$ cat config.mk
export PLATFORM = sky130hd
export DESIGN_NAME = gbd_fifo
export DESIGN_NICKNAME = d
export VERILOG_FILES = /design/src/gbd_pkg.sv /design/src/gbd_fifo.sv
export SDC_FILE = /design/constraint.sdc
export NUM_CORES = 1
export LEC_CHECK = 0
export ABC_AREA = 1
export BUFFER_PORTS_ARGS = -buffer_cell sky130_fd_sc_hd__buf_2
export CAP_MARGIN = 30
export CORE_MARGIN = 2
export CORE_UTILIZATION = 40
export DETAILED_ROUTE_END_ITERATION = 10
export GPL_TIMING_DRIVEN = 0
export PLACE_DENSITY = 0.74
export RECOVER_POWER = 100
export SYNTH_ARGS = -nofsm -noshare
export SYNTH_HDL_FRONTEND = slang
export SYNTH_SLANG_ARGS = --single-unit
$ cat constraint.sdc
create_clock -name clk -period 4.39 [get_ports clk]
set_clock_uncertainty 0.2 [all_clocks]
set_input_delay 0.878 -clock clk [delete_from_list [all_inputs] [get_ports clk]]
set_output_delay 0.878 -clock clk [all_outputs]
set_load 0.02 [all_outputs]
$ cat src/gbd_pkg.sv
// Shared types, constants and angle table for the grid bearing and distance block.
package gbd_pkg;

	localparam int CORDIC_STAGES_DEF = 32;
	localparam int GUARD_BITS = 30;
	localparam int SQRT_STEPS = 32;
	localparam int SQRT_LAT = SQRT_STEPS + 3;
	localparam int ANGLE_TAIL = 4;

	localparam logic [19:0] UNITS_INT = 20'd636619;
	localparam logic [19:0] UNITS_FRAC = 20'd809886;
	localparam logic [21:0] QUARTER = 22'd1000000;
	localparam logic [21:0] HALF = 22'd2000000;
	localparam logic [21:0] THREE_Q = 22'd3000000;
	localparam logic [22:0] FULL = 23'd4000000;

	typedef enum logic [3:0] {
		CLS_ZERO,
		CLS_NORTH,
		CLS_SOUTH,
		CLS_EAST,
		CLS_WEST,
		CLS_Q1,
		CLS_Q2,
		CLS_Q3,
		CLS_Q4
	} cls_t;

	typedef struct packed {
		logic [30:0] ax;
		logic [30:0] ay;
		cls_t cls;
	} item_t;

	// shift and subtract quotient, elaboration only
	function automatic logic [63:0] udiv64(input logic [63:0] n, input logic [63:0] d);
		logic [63:0] q;
		logic [64:0] r;
		q = '0;
		r = '0;
		for (int b = 63; b >= 0; b--) begin
			r = {r[63:0], n[b]};
			if (r >= {1'b0, d}) begin
				r = r - {1'b0, d};
				q[b] = 1'b1;
			end
		end
		return q;
	endfunction

	// atan(2^-i) in Q62, alternating series
	function automatic logic [63:0] atan_pow2(input int i);
		logic [63:0] p;
		logic [63:0] sum;
		logic [63:0] k;
		logic [63:0] t;
		logic neg;
		p = 64'd1 << (62 - i);
		sum = '0;
		k = 64'd1;
		neg = 1'b0;
		for (int m = 0; m < 64; m++) begin
			if (p != 0) begin
				t = udiv64(p, k);
				sum = neg ? sum - t : sum + t;
				neg = !neg;
				k = k + 64'd2;
				p = p >> (2 * i);
			end
		end
		return sum;
	endfunction

	function automatic logic [63:0] atan_5();
		logic [63:0] p;
		logic [63:0] sum;
		logic [63:0] k;
		logic [63:0] t;
		logic neg;
		p = udiv64(64'd1 << 62, 64'd5);
		sum = '0;
		k = 64'd1;
		neg = 1'b0;
		for (int m = 0; m < 40; m++) begin
			if (p != 0) begin
				t = udiv64(p, k);
				sum = neg ? sum - t : sum + t;
				neg = !neg;
				k = k + 64'd2;
				p = udiv64(p, 64'd25);
			end
		end
		return sum;
	endfunction

	function automatic logic [63:0] atan_239();
		logic [63:0] p;
		logic [63:0] sum;
		logic [63:0] k;
		logic [63:0] t;
		logic neg;
		p = udiv64(64'd1 << 62, 64'd239);
		sum = '0;
		k = 64'd1;
		neg = 1'b0;
		for (int m = 0; m < 40; m++) begin
			if (p != 0) begin
				t = udiv64(p, k);
				sum = neg ? sum - t : sum + t;
				neg = !neg;
				k = k + 64'd2;
				p = udiv64(p, 64'd57121);
			end
		end
		return sum;
	endfunction

	function automatic logic [63:0] atan_q62(input int i);
		logic [63:0] r;
		if (i == 0)
			r = (atan_5() << 2) - atan_239();
		else if (i <= 20)
			r = atan_pow2(i);
		else if (i < 62)
			r = 64'd1 << (62 - i);
		else
			r = '0;
		return r;
	endfunction

endpackage

$ cat src/gbd_fifo.sv
// Two-entry queue between the front and back parts.
module gbd_fifo import gbd_pkg::*; (
	input  logic  clk,
	input  logic  arst_n,
	input  logic  push,
	input  item_t push_item,
	output logic  full,
	input  logic  pop,
	output logic  head_valid,
	output item_t head
);

	item_t      mem_q [0:1];
	logic       wr_q;
	logic       rd_q;
	logic [1:0] cnt_q;

	assign full = cnt_q == 2'd2;
	assign head_valid = cnt_q != 2'd0;
	assign head = mem_q[rd_q];

	always_ff @(posedge clk or negedge arst_n) begin
		if (!arst_n) begin
			wr_q <= 1'b0;
			rd_q <= 1'b0;
			cnt_q <= 2'd0;
		end else begin
			if (push)
				wr_q <= !wr_q;
			if (pop)
				rd_q <= !rd_q;
			if (push && !pop)
				cnt_q <= cnt_q + 2'd1;
			else if (pop && !push)
				cnt_q <= cnt_q - 2'd1;
		end
	end

	always_ff @(posedge clk) begin
		if (push)
			mem_q[wr_q] <= push_item;
	end

endmodule

Word level (Yosys, flattened, before mapping)
Memory sizes are Yosys's and may differ from the RTL's.
Index checks and enable logic that the tools add are counted.
Widths: inputs -> output; s select.

cells by class
  $add $sub $neg = 2
  equal/unequal tests = 1
  mux-type cells = 4
  reductions and logical operators = 8

operator list
  cell                 count
  $logic_not 1->1      4
  $mux 2               2
  $reduce_bool 2->1    2
  $add 2x1->2 const B  1
  $eq 2x2->1 const B   1
  $logic_and 1x1->1    2
  $mux 1               2
  $sub 2x1->2 const B  1

word-level totals
  register bits after elaboration = 4
  memory bits (writable) = 132
  input bits = 70
  output and inout bits = 68
  logic and storage cells = 19
  memories = 1

memory list
  name   words  width  rd ports  clocked after Yosys merged registers in  write ports  line            RTL
  mem_q  2      66     1         0                                        1            gbd_fifo.sv:13  item_t mem_q [0:1];

Logic depth before layout (Yosys ltp)
  depth in word-level cells = 4
  gate-level depth with buffers = 7

Worst setup path after synthesis
OpenSTA, ideal clock, no wires.

  path type = input to register
  start point = input push
  end point = memory mem_q[0][0] (netlist name) (enable)
  library setup time = 0.492 ns
  data arrival time = 3.686 ns
  data required time = 3.698 ns
  setup slack = 0.012 ns
  stages = 2
  path buffers = 0
  path through = inv_1 -> nor2_1

on the way
  word-level cells in the longest chain between the ends = 2

RTL lines
  element                       line            RTL
  start: declaration            gbd_fifo.sv:5   input logic push,
  $mux 1                        gbd_fifo.sv:40  if (push)
  $mux 1 (implied by the code)  gbd_fifo.sv:41  mem_q[wr_q] <= push_item;
  end: declaration              gbd_fifo.sv:13

No other way between the ends.

Worst setup path in the final report
  start point = input push
  end point = memory mem_q[1][22] (netlist name) (enable)

The elaborated chain is that of the path after synthesis.

==> impl_metrics.tcl <==
set metrics [dict create \
    status "finished, violations left" \
    violations "max-capacitance violations, max-slew violations" \
    synth_cells 230 \
    crit_slowest_cell "inv_1" \
    path_buf_inv 2 \
    postLayoutCellArea_um2 6600 \
    ios 138 \
    drive_gt1_share_pct 35.7 \
    clock_latency_ps 410 \
    critPathArrivalTime_ps 3090 \
    final-hold-violation-count 0 \
    wirelength_um 8950 \
    maxSlewViolCount 67 \
    grt_max_degree 67 \
    syn_area_um2 5080 \
    core_um2 12500 \
    peakVddDrop_mv 0.392 \
    ys_seq_area_share_pct 80.0 \
    start_util_pct 40.6 \
    max_cap_violations 1 \
    fmax_mhz 301 \
    worstReg2RegEnd "mem_q[1][22]$_DFFE_PP_" \
    antenna_left 0 \
    first_pass_iters 5 \
    path_cells "clkbuf_1, nand2_1, inv_1" \
    synthesis.nets 301 \
    cp_top_family "buffers and inverters" \
    placed_area_um2 6030 \
    place_congestion 0.711 \
    antenna_found_initial 0 \
    port-buffer-count 137 \
    reg2reg_slack_ps 1340 \
    reg2reg_from "wr_q$_DFFE_PN0P_" \
    grt_setup_unrepaired "no" \
    post_cts_resize_count 0 \
    cts_sinks 136 \
    mostFrequentLayoutCells "edfxtp_1, clkbuf_1, buf_2" \
    first_global_vias 2705 \
    p_leak_uw 0.00241 \
    grt_pass1_wl_um 13200 \
    drt_iter0_markers 128 \
    setup_viol 0 \
    cts_tree "done" \
    grt_overflow_total 0 \
    setup.worst_path.class "in2reg" \
    final_common_cell "edfxtp_1" \
    cts.clk_slew.worst_paths_ps 50 \
    grtUsageTotal_pct 13.5 \
    htreeDepth 4 \
    clockBufferDepth 2 \
    ys_ff_latch 136 \
    cp_max_fo 66 \
    drc 0 \
    start_kind "input port" \
    diodes 0 \
    worstPathRequired_ps 4160 \
    reg2reg_depth 2 \
    fin_crit_sh_pct 75.6 \
    cts_hold_buf 0 \
    fp.dieH_um 117 \
    total_power_uw 4860 \
    post-route-min-period_ps 3320 \
    power_density_nw_per_um2 736 \
    routedWlPerCell_um 15.6 \
    whs_ps 92.7 \
    hp-class "in2async" \
    yosysUniqueCellTypes 15 \
    tightestPinTransition_ps 2720 \
    nets 459 \
    syn_to_final_growth_pct 29.9 \
    fillers 1080 \
    avgSynthCellArea_um2 22.1 \
    vias 2615 \
    die_width_um 117 \
    numCtsBuffers 17 \
    viasPerCell 4.56 \
    die_area_um2 13600 \
    rows 41 \
    cp-end-kind "flip-flop" \
    yosysWarnings 0 \
    cp_slowest_stage_delay_ps 1920 \
    cts_root_buf "clkbuf_16" \
    slew_headroom_pct -81.2 \
    hpwl_um 5830 \
    post_cts_buffers 0 \
]
cell type report:
type | count | area (um2) | share of cell area (%)
clock inverter | 14 | 277 | 4.19
timing repair buffer | 139 | 606 | 9.17
clock buffer | 18 | 429 | 6.50
buffer | 7 | 48.8 | 0.739
multi-input combinational | 80 | 936 | 14.2
tap | 172 | 215 | 3.26
inverter | 7 | 26.3 | 0.398
sequential | 136 | 4060 | 61.6
cell usage after synthesis:
library cell  count  area (um2)
buf_6             3        33.8
mux2_2           36         405
nand2_1           6        22.5
nand4_1           1        6.26
dfrtp_1           4         100
mux2_4           30         450
buf_4             1        7.51
edfxtp_1        132        3960
xnor2_1           1        8.76
nand3_1           1        5.00
inv_1             7        26.3
buf_2             3        15.0
ha_1              1        12.5
nor2_1            2        7.51
xor2_1            2        17.5
flip-flops by register name (all words and copies together) (netlist names):
name and flops:
wr_q 1, rd_q 1, mem_q 132, cnt_q 2
power by group:
part	total, uW	internal [uW]	switching [uW]
Sequential	1800	1740	67.6
Combinational	1370	538	836
Clock	1680	1180	508
per-stage QoR:
stage                     cells  setup WS [ps]  util [%]  TNS (ps)
final                       573           1070      52.7         0
after global routing        573            730      52.7         0
after CTS                   573           1480      53.8         0
after detailed placement    541           1940      48.2         0
after global placement      539          -1660      47.8   -109230
after floorplan             230           12.5         -         0
how the worst max path moves through the flow:
stage	start	to	slack, ps	cells after the start
after floorplan	push	mem_q[0][0]$_DFFE_PP_	10	2
after global placement	push	mem_q[0][32]$_DFFE_PP_	-1660	3
after detailed placement	rd_q$_DFFE_PN0P_	head[26]	1940	4
after CTS	rd_q$_DFFE_PN0P_	head[26]	1480	4
after global routing	push	mem_q[1][23]$_DFFE_PP_	730	3
final	push	mem_q[1][22]$_DFFE_PP_	1070	3
metal layers:
layer / share of wire (%) / wire (um) / up-vias / track usage [%]
met5: 0 / 0 / - / 0
met4: 1.5 / 130 / 0 / 5.73
met3: 6.5 / 585 / 15 / 5.97
met2: 53 / 4780 / 93 / 23.6
met1: 39 / 3450 / 1287 / 14.2
li1: - / - / 1220 / -
worst reg2reg max path, cell delays in order (launching register included):
cell	delay [ps]
dfrtp_1	390
nand2_1	70
inv_1	1920
kinds of logic after synthesis:
family,synth area share (%)
flip-flops,80.0
buffers and inverters,1.62
AND/OR/NAND/NOR,0.812
XOR/XNOR,0.517
multiplexers,16.8
adder cells (fa/ha/maj),0.246
(Power assumes the default switching activity.)
