===== config.mk =====
export PLATFORM = sky130hd
export DESIGN_NAME = gbd_front
export DESIGN_NICKNAME = d
export VERILOG_FILES = /design/src/gbd_pkg.sv /design/src/gbd_front.sv
export SDC_FILE = /design/constraint.sdc
export NUM_CORES = 1
export LEC_CHECK = 0
export ABC_CLOCK_PERIOD_IN_PS = 4700
export BUFFER_PORTS_ARGS = -buffer_cell sky130_fd_sc_hd__buf_2
export CORE_MARGIN = 1
export CORE_UTILIZATION = 49
export DETAILED_ROUTE_END_ITERATION = 8
export GPL_TIMING_DRIVEN = 0
export HOLD_SLACK_MARGIN = 0.1
export PLACE_DENSITY_LB_ADDON = 0.25
export SLEW_MARGIN = 20
export SYNTH_ARGS = -nofsm -noshare
export SYNTH_HDL_FRONTEND = slang
export SYNTH_SLANG_ARGS = --single-unit

===== constraint.sdc =====
create_clock -name clk -period 4.7 [get_ports clk]
set_input_delay 0.94 -clock clk [delete_from_list [all_inputs] [get_ports clk]]
set_output_delay 0.94 -clock clk [all_outputs]
set_load 0.05 [all_outputs]

===== src/gbd_pkg.sv =====
// Shared types, constants and angle table for the grid bearing and distance block.
package gbd_pkg;

	localparam int CORDIC_STAGES_DEF = 32;
	localparam int GUARD_BITS = 30;
	localparam int SQRT_STEPS = 32;
	localparam int SQRT_LAT = SQRT_STEPS + 3;
	localparam int ANGLE_TAIL = 4;

	localparam logic [19:0] UNITS_INT = 20'd636619;
	localparam logic [19:0] UNITS_FRAC = 20'd809886;
	localparam logic [21:0] QUARTER = 22'd1000000;
	localparam logic [21:0] HALF = 22'd2000000;
	localparam logic [21:0] THREE_Q = 22'd3000000;
	localparam logic [22:0] FULL = 23'd4000000;

	typedef enum logic [3:0] {
		CLS_ZERO,
		CLS_NORTH,
		CLS_SOUTH,
		CLS_EAST,
		CLS_WEST,
		CLS_Q1,
		CLS_Q2,
		CLS_Q3,
		CLS_Q4
	} cls_t;

	typedef struct packed {
		logic [30:0] ax;
		logic [30:0] ay;
		cls_t cls;
	} item_t;

	// shift and subtract quotient, elaboration only
	function automatic logic [63:0] udiv64(input logic [63:0] n, input logic [63:0] d);
		logic [63:0] q;
		logic [64:0] r;
		q = '0;
		r = '0;
		for (int b = 63; b >= 0; b--) begin
			r = {r[63:0], n[b]};
			if (r >= {1'b0, d}) begin
				r = r - {1'b0, d};
				q[b] = 1'b1;
			end
		end
		return q;
	endfunction

	// atan(2^-i) in Q62, alternating series
	function automatic logic [63:0] atan_pow2(input int i);
		logic [63:0] p;
		logic [63:0] sum;
		logic [63:0] k;
		logic [63:0] t;
		logic neg;
		p = 64'd1 << (62 - i);
		sum = '0;
		k = 64'd1;
		neg = 1'b0;
		for (int m = 0; m < 64; m++) begin
			if (p != 0) begin
				t = udiv64(p, k);
				sum = neg ? sum - t : sum + t;
				neg = !neg;
				k = k + 64'd2;
				p = p >> (2 * i);
			end
		end
		return sum;
	endfunction

	function automatic logic [63:0] atan_5();
		logic [63:0] p;
		logic [63:0] sum;
		logic [63:0] k;
		logic [63:0] t;
		logic neg;
		p = udiv64(64'd1 << 62, 64'd5);
		sum = '0;
		k = 64'd1;
		neg = 1'b0;
		for (int m = 0; m < 40; m++) begin
			if (p != 0) begin
				t = udiv64(p, k);
				sum = neg ? sum - t : sum + t;
				neg = !neg;
				k = k + 64'd2;
				p = udiv64(p, 64'd25);
			end
		end
		return sum;
	endfunction

	function automatic logic [63:0] atan_239();
		logic [63:0] p;
		logic [63:0] sum;
		logic [63:0] k;
		logic [63:0] t;
		logic neg;
		p = udiv64(64'd1 << 62, 64'd239);
		sum = '0;
		k = 64'd1;
		neg = 1'b0;
		for (int m = 0; m < 40; m++) begin
			if (p != 0) begin
				t = udiv64(p, k);
				sum = neg ? sum - t : sum + t;
				neg = !neg;
				k = k + 64'd2;
				p = udiv64(p, 64'd57121);
			end
		end
		return sum;
	endfunction

	function automatic logic [63:0] atan_q62(input int i);
		logic [63:0] r;
		if (i == 0)
			r = (atan_5() << 2) - atan_239();
		else if (i <= 20)
			r = atan_pow2(i);
		else if (i < 62)
			r = 64'd1 << (62 - i);
		else
			r = '0;
		return r;
	endfunction

endpackage


===== src/gbd_front.sv =====
// Front stage: takes a coordinate pair, forms magnitudes and classifies the direction.
module gbd_front import gbd_pkg::*; (
	input  logic        clk,
	input  logic        arst_n,
	input  logic        in_valid,
	output logic        in_stall,
	input  logic [30:0] delta_east,
	input  logic [30:0] delta_north,
	output logic        push,
	output item_t       push_item,
	input  logic        q_full
);

	logic  valid_s1;
	item_t item_s1;
	item_t item_c;

	always_comb begin
		item_c.ax = delta_north[30] ? (~delta_north + 31'd1) : delta_north;
		item_c.ay = delta_east[30] ? (~delta_east + 31'd1) : delta_east;
		if (delta_north == '0 && delta_east == '0)
			item_c.cls = CLS_ZERO;
		else if (delta_north == '0)
			item_c.cls = delta_east[30] ? CLS_WEST : CLS_EAST;
		else if (delta_east == '0)
			item_c.cls = delta_north[30] ? CLS_SOUTH : CLS_NORTH;
		else if (!delta_north[30] && !delta_east[30])
			item_c.cls = CLS_Q1;
		else if (delta_north[30] && !delta_east[30])
			item_c.cls = CLS_Q2;
		else if (delta_north[30])
			item_c.cls = CLS_Q3;
		else
			item_c.cls = CLS_Q4;
	end

	assign in_stall = valid_s1 && q_full;
	assign push = valid_s1 && !q_full;
	assign push_item = item_s1;

	always_ff @(posedge clk or negedge arst_n) begin
		if (!arst_n)
			valid_s1 <= 1'b0;
		else if (!in_stall)
			valid_s1 <= in_valid;
	end

	always_ff @(posedge clk) begin
		if (in_valid && !in_stall)
			item_s1 <= item_c;
	end

endmodule


Word level (Yosys, flattened, before mapping)
Index checks and enable logic that the tools add are counted.
Widths: inputs -> output; s select.
{"block": "op_classes", "addsub": 2, "mux": 9, "n_bitwise": 2, "reduce_logical": 12}
{"cell": "$add 31x1->31 const B", "count": 2}
{"cell": "$logic_not 31->1", "count": 2}
{"cell": "$not 31->31", "count": 2}
{"cell": "$mux 30", "count": 2}
{"cell": "$mux 4", "count": 5}
{"cell": "$logic_and 1x1->1", "count": 6}
{"cell": "$logic_not 1->1", "count": 4}
{"cell": "$mux 3", "count": 1}
{"cell": "$mux 2", "count": 1}
{"block": "totals", "ff_bits": 67, "output_inout_bits": 68, "wordCells": 31}

Depth between registers and ports, before layout
Gate-level depths: netlist of run 1.
{"block": "logic_depth", "depth_word": 6, "depth_mapped": 7}

Worst setup path before layout of run 1
OpenSTA, ideal clock, no wires.
{"block": "synth_timing", "path_type": "input port to flip-flop", "start": "input q_full", "end": "register item_s1 (netlist bit push_item[0]) (enable)", "arrival_time_ns": 4.245, "setup_slack_ns": -0.042, "stages": 2, "n_path_buf": 0, "cell_sequence": "and2_1 -> nor2b_1"}
{"block": "synth_between", "elab_chain_cells": 3}
{"element": "start, declared", "line_no": "gbd_front.sv:11", "text": "input logic q_full"}
{"element": "$logic_and 1x1->1", "line_no": "gbd_front.sv:37", "text": "assign in_stall = valid_s1 && q_full;"}
{"element": "$logic_not 1->1", "line_no": "gbd_front.sv:49", "text": "if (in_valid && !in_stall)"}
{"element": "$logic_and 1x1->1", "line_no": "gbd_front.sv:49"}
{"element": "end signal, assigned", "line_no": "gbd_front.sv:50", "text": "item_s1 <= item_c;"}
{"element": "end, declared", "line_no": "gbd_front.sv:15", "text": "item_t item_s1;"}
Every way passes these cells.
A chain may end at the register's enable or synchronous reset.

==> results.toml, run 1 <==
[run_status]
status = "finished, final reports clean"

[logic_synthesis]
synthesis.nets = 336
synthesized_area_fraction_occupied_by_ao_oa_aoi_and_oai_cells_pct = 10.9
synth_area_sq_um = 3440
syn-instance-count = 265
synthMuxAreaShare_pct = 0.618
number_of_distinct_library_cells_after_synthesis = 33
synthSimpleGateAreaFrac_pct = 12.4
post_synth_xor_area_fraction_pct = 14.3
post_synth.cell_area_avg_sq_um = 13.0
synth_top_flop_cell = "edfxtp_1"
yosysSeqAreaShare_pct = 58.3
synth_top_family_by_area = "XOR/XNOR gates"
ys_seq_elements = 67
yosysWarningCount = 0
synth_edf_count = 66
yosys.area_share.adder_pct = 1.82
ys_async_sr_fraction_pct = 1.49

[routing]
detail-route-antenna-nets = 0
totalWireLength_um = 7290
drt_iter0_drc = 88
via_count = 2614
avgRoutedWirePerCell_um = 14.3
route.detailed.vias_per_inst = 5.13
remaining_drc_errors = 0
drt-pass1-iter-count = 4

[cts]
cts_tree = "built"
clock_path_buffers = 2
worst_skew_pair_latency_ps = 330
clock_tree.root_cell = "clkbuf_8"
hold_buffers = 0
cts_made_buffers = 9
cts.htree.levels = 3
clock_sink_count = 67
post_cts.resized_instances = 0
post-cts-setup-buffer-count = 0
clk_transition_reported_paths_ps = 60

[pwr]
p_leak_nw = 1.66
ir_worst_vdd_mv = 0.177
power_density_nw_per_um2 = 327

[die]
die_width_um = 85.8
area_of_the_core_region_sq_um = 6790
placementRows = 30
num_io_pins = 134
fp.dieH_um = 85.8
floorplan.initialDensity_pct = 50.6
die_area_sq_um = 7360

[worst_setup_path]
cp.arrival_ps = 2940
worst_r2r_path_depth = 3
critical_path.startpoint_type = "input pin"
cp_num_buf_inv = 2
cpMaxStageDelayCell = "or3b_2"
worst-path-max-fanout = 5
cpPeakStageDelay_ps = 520
path_depth = 8
critical-path-top-delay-family = "simple AND/OR/NAND/NOR gates"
worst_ep_required_time_ps = 4780
worst_setup_path_end_kind = "flip-flop"
criticalPathCategory = "input pin to flip-flop"
critical_path.cell_chain = "buf_2, inv_1, ha_1, or3b_2, nor3_1, nand2_1, o41ai_1, xnor2_1"

[timing]
final-max-slew-violation-count = 0
timing.final.setup_violations = 0
final_hold_viol_count = 0
post-route-min-period_ps = 2860
finClkSkew_ps = 7.35
max_freq_mhz = 349
worst_relative_slew_slack_pct = 57.8
tns_ps = 0
worst-slew-pin-transition_ps = 632
rsz_0062_raised_after_global_routing = "false"
whs_ps = 373
finalCritPeriodShare_pct = 60.9

[layout]
layout.cells.most_common = "buf_2"
flow.area_growth_from_synthesis_pct = 28.7
drive_gt1_share_pct = 39.4
layout.cell_area.non_filler_sq_um = 4430
n_fill_cell = 536
antennaDiodeCount = 0
final_nets = 482
most_used_cells_in_the_layout_excluding_fill_and_tap_cells = "buf_2, edfxtp_1, xnor2_1"

[global_routing]
grt_remaining_overflow = 0
grt_antenna_before_repair = 0
grt_pass1_vias = 2503
grt.total_usage_pct = 21.3
pin_count_of_the_biggest_net_entering_global_routing = 27
grt_first_pass_wirelength_um = 11800

[hold_path]
hold_path.class = "input pin to asynchronous set/reset pin"

[placed_design]
dpl.hpwl_um = 5610
finalWeightedCongestion = 0.832
post_dp_cell_area_sq_um = 4280
buffer_ports.inserted = 133

[flow_run]
cap_viol_max_count = 0
-- Yosys cell counts (3+ instances only) --
library cell | number | share of area, %
edfxtp_1 | 66 | 58
o21ai_0 | 20 | 2.9
or4_4 | 4 | 1.3
nand2_1 | 18 | 2.0
ha_1 | 5 | 1.8
nor3_1 | 7 | 1.0
o41ai_1 | 11 | 2.8
or2_2 | 4 | 0.73
xnor2_1 | 56 | 14
inv_1 | 6 | 0.65
o31ai_1 | 16 | 3.5
or3_1 | 3 | 0.55
nor2_1 | 4 | 0.44
clkbuf_1 | 9 | 0.98
or4_1 | 11 | 2.4
-- layer usage --
metal	global-route usage (%)	up-vias	wire length [um]
li1	-	1307	-
met1	28.8	1206	3370
met2	33.1	91	3400
met3	4.43	10	397
met4	10.0	0	125
met5	0	-	0
-- area by class of cell --
class	instances	area [sq um]	share of cell area, %
inverter	6	22.5	0.509
sequential	67	2010	45.3
clock inverter	5	22.5	0.509
clock buffer	9	124	2.80
tap	96	120	2.71
buffer	9	33.8	0.763
multi-input combinational	183	1380	31.3
timing repair buffer	135	713	16.1
-- per-stage QoR --
stage	std cells	power [W]	utilization (%)	worst slack (ps)
floorplan	265	0.000975	-	1210
global placement	494	0.00107	62.2	680
detailed placement	496	0.00108	63.0	1510
CTS	510	0.00146	65.2	1870
global route	510	0.00151	65.2	1590
finish	510	0.00145	65.2	1840
-- where the power goes --
part           internal (W)  switching, W  leakage (nW)
logic              0.000101      0.000245         0.945
registers          0.000713    0.00000945         0.640
clock network      0.000178      0.000200        0.0711
total              0.000992      0.000454          1.66
-- final timing paths --
kind                       slack, ps             to            from
max in group asynchronous       4240       valid_s1          arst_n
setup reg to reg                3020  push_item[34]        valid_s1
setup / recovery                1840  push_item[59]  delta_north[1]
min in group clk                 690       valid_s1        valid_s1
hold / removal                   370       valid_s1          arst_n
hold reg to reg                  690       valid_s1        valid_s1
-- kinds of logic after synthesis --
logic type / Yosys count
compound gates: 51
mux: 2
buf+inv: 15
fa+ha+maj: 5
flops: 67
simple gates: 69
xor+xnor: 56
-- state kept, by name (all words and copies together) (netlist names) --
register	flops
push_item	66
valid_s1	1
-- worst register-to-register path: stages (launching register included) --
cell and delay, ps:
dfrtp_1 370, and2_1 190, nor2b_4 530, buf_12 270
No activity file was read; power rests on OpenSTA's default activity.
==> inputs of run 2 (changes only) <==
- ABC_AREA: not set -> 1
- ABC_CLOCK_PERIOD_IN_PS: 4700 -> 2400
- CORE_UTILIZATION: 49 -> 46
- clock period: 4.7 -> 2.4 ns (I/O delays scaled with it)
==> results.toml, run 2 <==
[run_status]
status = "finished, final reports clean"

[die]
placementRows = 34
die_area_sq_um = 9350
floorplan.initialDensity_pct = 47.3
num_io_pins = 134
die_width_um = 96.7
fp.dieH_um = 96.7
area_of_the_core_region_sq_um = 8720

[worst_setup_path]
ff2ff_setup_slack_ps = 870
cp.arrival_ps = 1110
worst_r2r_path_depth = 4
criticalPathCategory = "flip-flop to output pin"
critical_path.cell_chain = "nand2_1, inv_1, buf_2"
regToRegStartpoint = "valid_s1"
worst_ep_required_time_ps = 1920
critical_path.startpoint_type = "flip-flop"
cp_num_buf_inv = 2
worst_setup_path_end_kind = "output pin"
worst-path-max-fanout = 2
cpPeakStageDelay_ps = 340
critical-path-top-delay-family = "buffers and inverters"
worstReg2RegEnd = "push_item[32]"
path_depth = 3
cpMaxStageDelayCell = "dfrtp_1"

[timing]
postLayoutSetupSlackWorst_ps = 805
final_hold_viol_count = 0
timing.final.setup_violations = 0
worst-slew-pin-transition_ps = 550
post-route-min-period_ps = 1590
final-max-slew-violation-count = 0
max_freq_mhz = 627
finalCritPeriodShare_pct = 66.4
rsz_0062_raised_after_global_routing = "false"
worst_relative_slew_slack_pct = 63.2
finClkSkew_ps = 10.7

[logic_synthesis]
syn-instance-count = 467
synth_edf_count = 66
yosys.cell_count.top_type = "nand2_1"
ys_seq_elements = 67
yosysWarningCount = 0
synthesis.nets = 538
synth_commonest_cells = "nand2_1, edfxtp_1, nor2_1, inv_1, xor2_1"
synth_area_sq_um = 4120
netlist_top_cells_area = "edfxtp_1, nand2_1, xor2_1, nor2_1, inv_1"
ys_async_sr_fraction_pct = 1.49
netlist.top_cell.by_area = "edfxtp_1"
synth_top_flop_cell = "edfxtp_1"
number_of_distinct_library_cells_after_synthesis = 32
top_cell_type_s_share_of_synthesized_area_pct = 48.1
post_synth.cell_area_avg_sq_um = 8.83
yosysSeqAreaShare_pct = 48.7

[global_routing]
pin_count_of_the_biggest_net_entering_global_routing = 27
grt_pass1_vias = 3482
grt_antenna_before_repair = 0
grt_first_pass_wirelength_um = 16000
grt.total_usage_pct = 21.5
grt_remaining_overflow = 0

[pwr]
p_sw_share_pct = 33.1
power_density_nw_per_um2 = 597
p_switching_w = 0.00102
ir_worst_vdd_mv = 0.306
reg_power_share_pct = 45.7
power_frac_clock_pct = 29.8
p_int_w = 0.00206
p_leak_nw = 2.44
pwr-share-comb_pct = 24.5

[routing]
remaining_drc_errors = 0
drt-pass1-iter-count = 4
detail-route-antenna-nets = 0
totalWireLength_um = 9770
drt_iter0_drc = 161
avgRoutedWirePerCell_um = 13.4
route.detailed.vias_per_inst = 4.81
via_count = 3500

[layout]
largest_register_ff_count = 66
most_used_cells_in_the_layout_excluding_fill_and_tap_cells = "buf_2, nand2_1, edfxtp_1"
antennaDiodeCount = 0
final_nets = 685
drive_gt1_share_pct = 32.3
flow.area_growth_from_synthesis_pct = 25.5
layout.cells.most_common = "buf_2"
fin_cells = 727

[cts]
post-cts-setup-buffer-count = 0
clock_tree.root_cell = "clkbuf_8"
clock_sink_count = 67
cts_made_buffers = 9
cts_tree = "built"
clk_transition_reported_paths_ps = 80
clock_path_buffers = 2
cts.htree.levels = 3
worst_skew_pair_latency_ps = 340

[hold_path]
holdCritStartpoint = "delta_north[0]"
hold_path.class = "input pin to flip-flop"
instance_count_along_the_most_critical_hold_path = 1
worstHoldEndpoint = "push_item[35]"

[placed_design]
placement.setup.worst_slack_ps = 474
place.detailed.instances = 710
dpl.hpwl_um = 7510
buffer_ports.inserted = 133
finalWeightedCongestion = 0.849

[flow_run]
cap_viol_max_count = 0
## run 2: changes by cell type after synthesis, moves of 8 or more
| cell | previous run | this run |
|---|---|---|
| xnor2_1 | 56 | 7 |
| o41ai_1 | 11 | 0 |
| clkbuf_1 | 9 | 1 |
| nand2_1 | 18 | 120 |
| or4_1 | 11 | 0 |
| xor2_1 | 0 | 33 |
| nor2_1 | 4 | 58 |
| inv_1 | 6 | 56 |
| o21ai_0 | 20 | 11 |
| nor2_4 | 0 | 9 |
| nand4_1 | 0 | 11 |
| inv_2 | 0 | 11 |
| o31ai_1 | 16 | 3 |
| nand3_1 | 2 | 29 |
## run 2: kinds of logic (layout without fill, tap and decap cells)
| logic type | after synthesis | count (layout) | synth area share, % |
|---|---|---|---|
| adder cells (fa/ha/maj) | 5 | 5 | 1.52 |
| flip-flops | 67 | 67 | 48.7 |
| buffers and inverters | 74 | 226 | 7.13 |
| AND/OR/NAND/NOR | 250 | 250 | 29.3 |
| AO/OA/AOI/OAI | 30 | 30 | 4.49 |
| XOR/XNOR | 41 | 41 | 8.89 |
## run 2: through the flow
stage          power (W)  instance area, sq um  TNS [ps]  util [%]  hold WS, ps
3_5_place_dp     0.00219                  4980         0      57.1          259
4_1_cts          0.00312                  5170         0      59.3          316
6_report         0.00309                  5170         0      59.3          333
3_3_place_gp     0.00217                  4930     -7760      56.6          256
5_1_grt          0.00321                  5170         0      59.3          319
2_1_floorplan    0.00197                  4130         0         -          184
## run 2: layout make-up
type / count / area, sq um
fillers: 771 / 3550
flip-flops and latches: 67 / 2010
multi-input cells: 326 / 1830
repair buffers: 136 / 723
inverters: 67 / 251
well taps: 108 / 135
clock buffers: 10 / 128
clock inverters: 6 / 56.3
plain buffers: 7 / 42.5
## run 2: routing by layer
layer / up-vias / GRT usage (%) / part of all wire, %
met5: - / 0 / 0
met4: 0 / 7.92 / 1.7
met3: 13 / 4.05 / 5.3
met2: 105 / 33.4 / 45
met1: 1575 / 29.9 / 48
li1: 1807 / - / -
## run 2: how the worst max path moves through the flow
stage             startpoint             to  slack (ps)
6_report            valid_s1       in_stall         810
5_1_grt        delta_east[1]  push_item[28]         670
4_1_cts             valid_s1       in_stall         790
3_5_place_dp   delta_east[1]  push_item[28]         470
3_3_place_gp          q_full  push_item[29]        -120
2_1_floorplan         q_full   push_item[0]         170
## run 2: worst register-to-register path, cell delays in order (launching register included)
cell     delay [ps]
dfrtp_1         380
nand2_1          80
inv_1            70
nor2_4          430
buf_12          270
## run 2: power groups by stage
stage | logic, W | clock network (W) | registers, W
after global routing | 0.000813 | 0.000984 | 0.00142
after CTS | 0.000760 | 0.000952 | 0.00141
after global placement | 0.000734 | 0 | 0.00144
final | 0.000755 | 0.000921 | 0.00141
after floorplan | 0.000251 | 0 | 0.00172
after detailed placement | 0.000756 | 0 | 0.00144
## run 2: repair_timing
action | in CTS | in global routing
gates resized for setup | 0 | 0
endpoints found under the setup margin | 0 | 0
hold buffers | 1 | 0
hold endpoints to repair | 1 | 0
==> inputs of run 3 (changes only) <==
- ABC_AREA: 1 -> 0
- ABC_CLOCK_PERIOD_IN_PS: 2400 -> 1500
- CORE_UTILIZATION: 46 -> 49
- clock period: 2.4 -> 1.5 ns (I/O delays scaled with it)
==> results.toml, run 3 (synthesized netlist as in run 1, its figures left out) <==
[routing]
avgRoutedWirePerCell_um = 16.5
drt-pass1-iter-count = 4
detail-route-antenna-nets = 0
route.detailed.vias_per_inst = 5.30
drt_iter0_drc = 73
via_count = 2876
remaining_drc_errors = 0
totalWireLength_um = 8970

[worst_setup_path]
critical_path.startpoint_type = "input pin"
worst-path-max-fanout = 5
worst_setup_path_end_kind = "flip-flop"
cp.arrival_ps = 2190
worst_ep_required_time_ps = 1570
criticalPathCategory = "input pin to flip-flop"

[die]
placementRows = 30
num_io_pins = 134
area_of_the_core_region_sq_um = 6790
floorplan.initialDensity_pct = 50.6
die_width_um = 85.8
die_area_sq_um = 7360
fp.dieH_um = 85.8

[global_routing]
grtUsageMet2_pct = 44.1
groute.layer.met1.usage_pct = 23.9
grt_first_pass_wirelength_um = 12800
use_met3_pct = 6.06
grt_pass1_vias = 2778
globalRoute.busiestLayer = "met2"
grt_remaining_overflow = 0
grt.total_usage_pct = 22.7
pin_count_of_the_biggest_net_entering_global_routing = 25
grt_antenna_before_repair = 0

[cts]
cts_made_buffers = 9
cts.htree.levels = 3
clk_transition_reported_paths_ps = 70
worst_skew_pair_latency_ps = 330
clock_sink_count = 67
clock_tree.root_cell = "clkbuf_8"
cts_tree = "built"
clock_path_buffers = 2

[pwr]
p_int_w = 0.00330
p_sw_share_pct = 32.1
p_switching_w = 0.00156
power_frac_clock_pct = 26.9
p_leak_nw = 2.09
power_density_nw_per_um2 = 901
pwr-share-comb_pct = 26.5
reg_power_share_pct = 46.6
ir_worst_vdd_mv = 0.441

[placed_design]
finalWeightedCongestion = 0.736
buffer_ports.inserted = 133
placement.setup.worst_slack_ps = -975
dpl.hpwl_um = 5860
post_dp_cell_area_sq_um = 4590

[run_status]
status = "complete, but fails checks"
violations = "setup timing"

[layout]
layout.cells.most_common = "buf_2"
antennaDiodeCount = 0
layout.cell_area.non_filler_sq_um = 5390
drive_gt1_share_pct = 59.7
final_nets = 513
n_fill_cell = 395
most_used_cells_in_the_layout_excluding_fill_and_tap_cells = "buf_2, edfxtp_1, xnor2_1"
flow.area_growth_from_synthesis_pct = 56.7
largest_register_ff_count = 66

[timing]
post-route-min-period_ps = 2120
max_freq_mhz = 473
postLayoutSetupSlackWorst_ps = -616
finClkSkew_ps = 5.79
timing.final.setup_violations = 48
worst_relative_slew_slack_pct = 43.9
worst-slew-pin-transition_ps = 842
finalCritPeriodShare_pct = 141
final_hold_viol_count = 0
rsz_0062_raised_after_global_routing = "true"
whs_ps = 164
final-max-slew-violation-count = 0

[hold_path]
hold_path.class = "input pin to flip-flop"

[flow_run]
cap_viol_max_count = 0
[run 3: cell count changes in the layout (fill, tap and decap cells not counted), sizes merged, moves of 12 or more]
| cell | delta |
|---|---|
| buf | +24 |
| inv | -61 |
| nand2 | -109 |
| nand3 | -31 |
| nand4 | -12 |
| nor2 | -70 |
| o31ai | +15 |
| or4 | +16 |
| xnor2 | +49 |
| xor2 | -34 |
[run 3: layout make-up]
type | instances | area [sq um] | share of cell area (%)
sequential | 67 | 2010 | 37.2
multi-input combinational | 184 | 1930 | 35.9
timing repair buffer | 166 | 1090 | 20.3
clock buffer | 13 | 149 | 2.76
tap | 96 | 120 | 2.23
buffer | 8 | 35.0 | 0.650
inverter | 6 | 32.5 | 0.604
clock inverter | 3 | 17.5 | 0.325
[run 3: final timing paths]
path	start	to	slack [ps]	depth (start not counted)
setup / recovery	delta_north[7]	push_item[64]	-620	6
hold / removal	delta_east[0]	push_item[4]	160	1
setup reg to reg	valid_s1	push_item[56]	110	2
hold reg to reg	valid_s1	valid_s1	690	2
max in group asynchronous	arst_n	valid_s1	1140	2
min in group asynchronous	arst_n	valid_s1	280	2
[run 3: per-stage QoR]
stage          setup TNS (ps)  power [W]  util (%)  instances
2_1_floorplan          -49370    0.00310         -        265
3_5_place_dp           -44160    0.00347      67.6        496
6_report               -12090    0.00485      79.3        543
3_3_place_gp           -87000    0.00342      66.8        494
4_1_cts                -11050    0.00481      74.0        529
5_1_grt                -13820    0.00502      79.3        543
[run 3: per-layer routing]
metal  vias to the layer above  share of wire, %
li1                       1373                 -
met1                      1378                38
met2                       107                55
met3                        18               5.3
met4                         0               1.4
met5                         -                 0
[run 3: repair_timing]
item                                    in CTS  in global routing
resized for setup                           37                 49
gates cloned                                 1                  0
pin swaps                                   19                 19
buffers inserted                            16                 15
endpoints found under the setup margin      95                 78
hold endpoints to repair                     1                  0
hold buffers                                 1                  0
[run 3: worst max-delay path: stages]
cell and delay (ps):
buf_6 90, or4_4 560, or3_4 410, or4_4 490
o31ai_4 240, xnor2_1 90
[run 3: power groups by stage]
stage                     combinational, W  sequential (W)  clock (W)
final                              0.00129         0.00226    0.00131
after global routing               0.00135         0.00227    0.00140
after CTS                          0.00122         0.00226    0.00133
after detailed placement           0.00116         0.00230          0
after global placement             0.00112         0.00230          0
after floorplan                   0.000339         0.00276          0
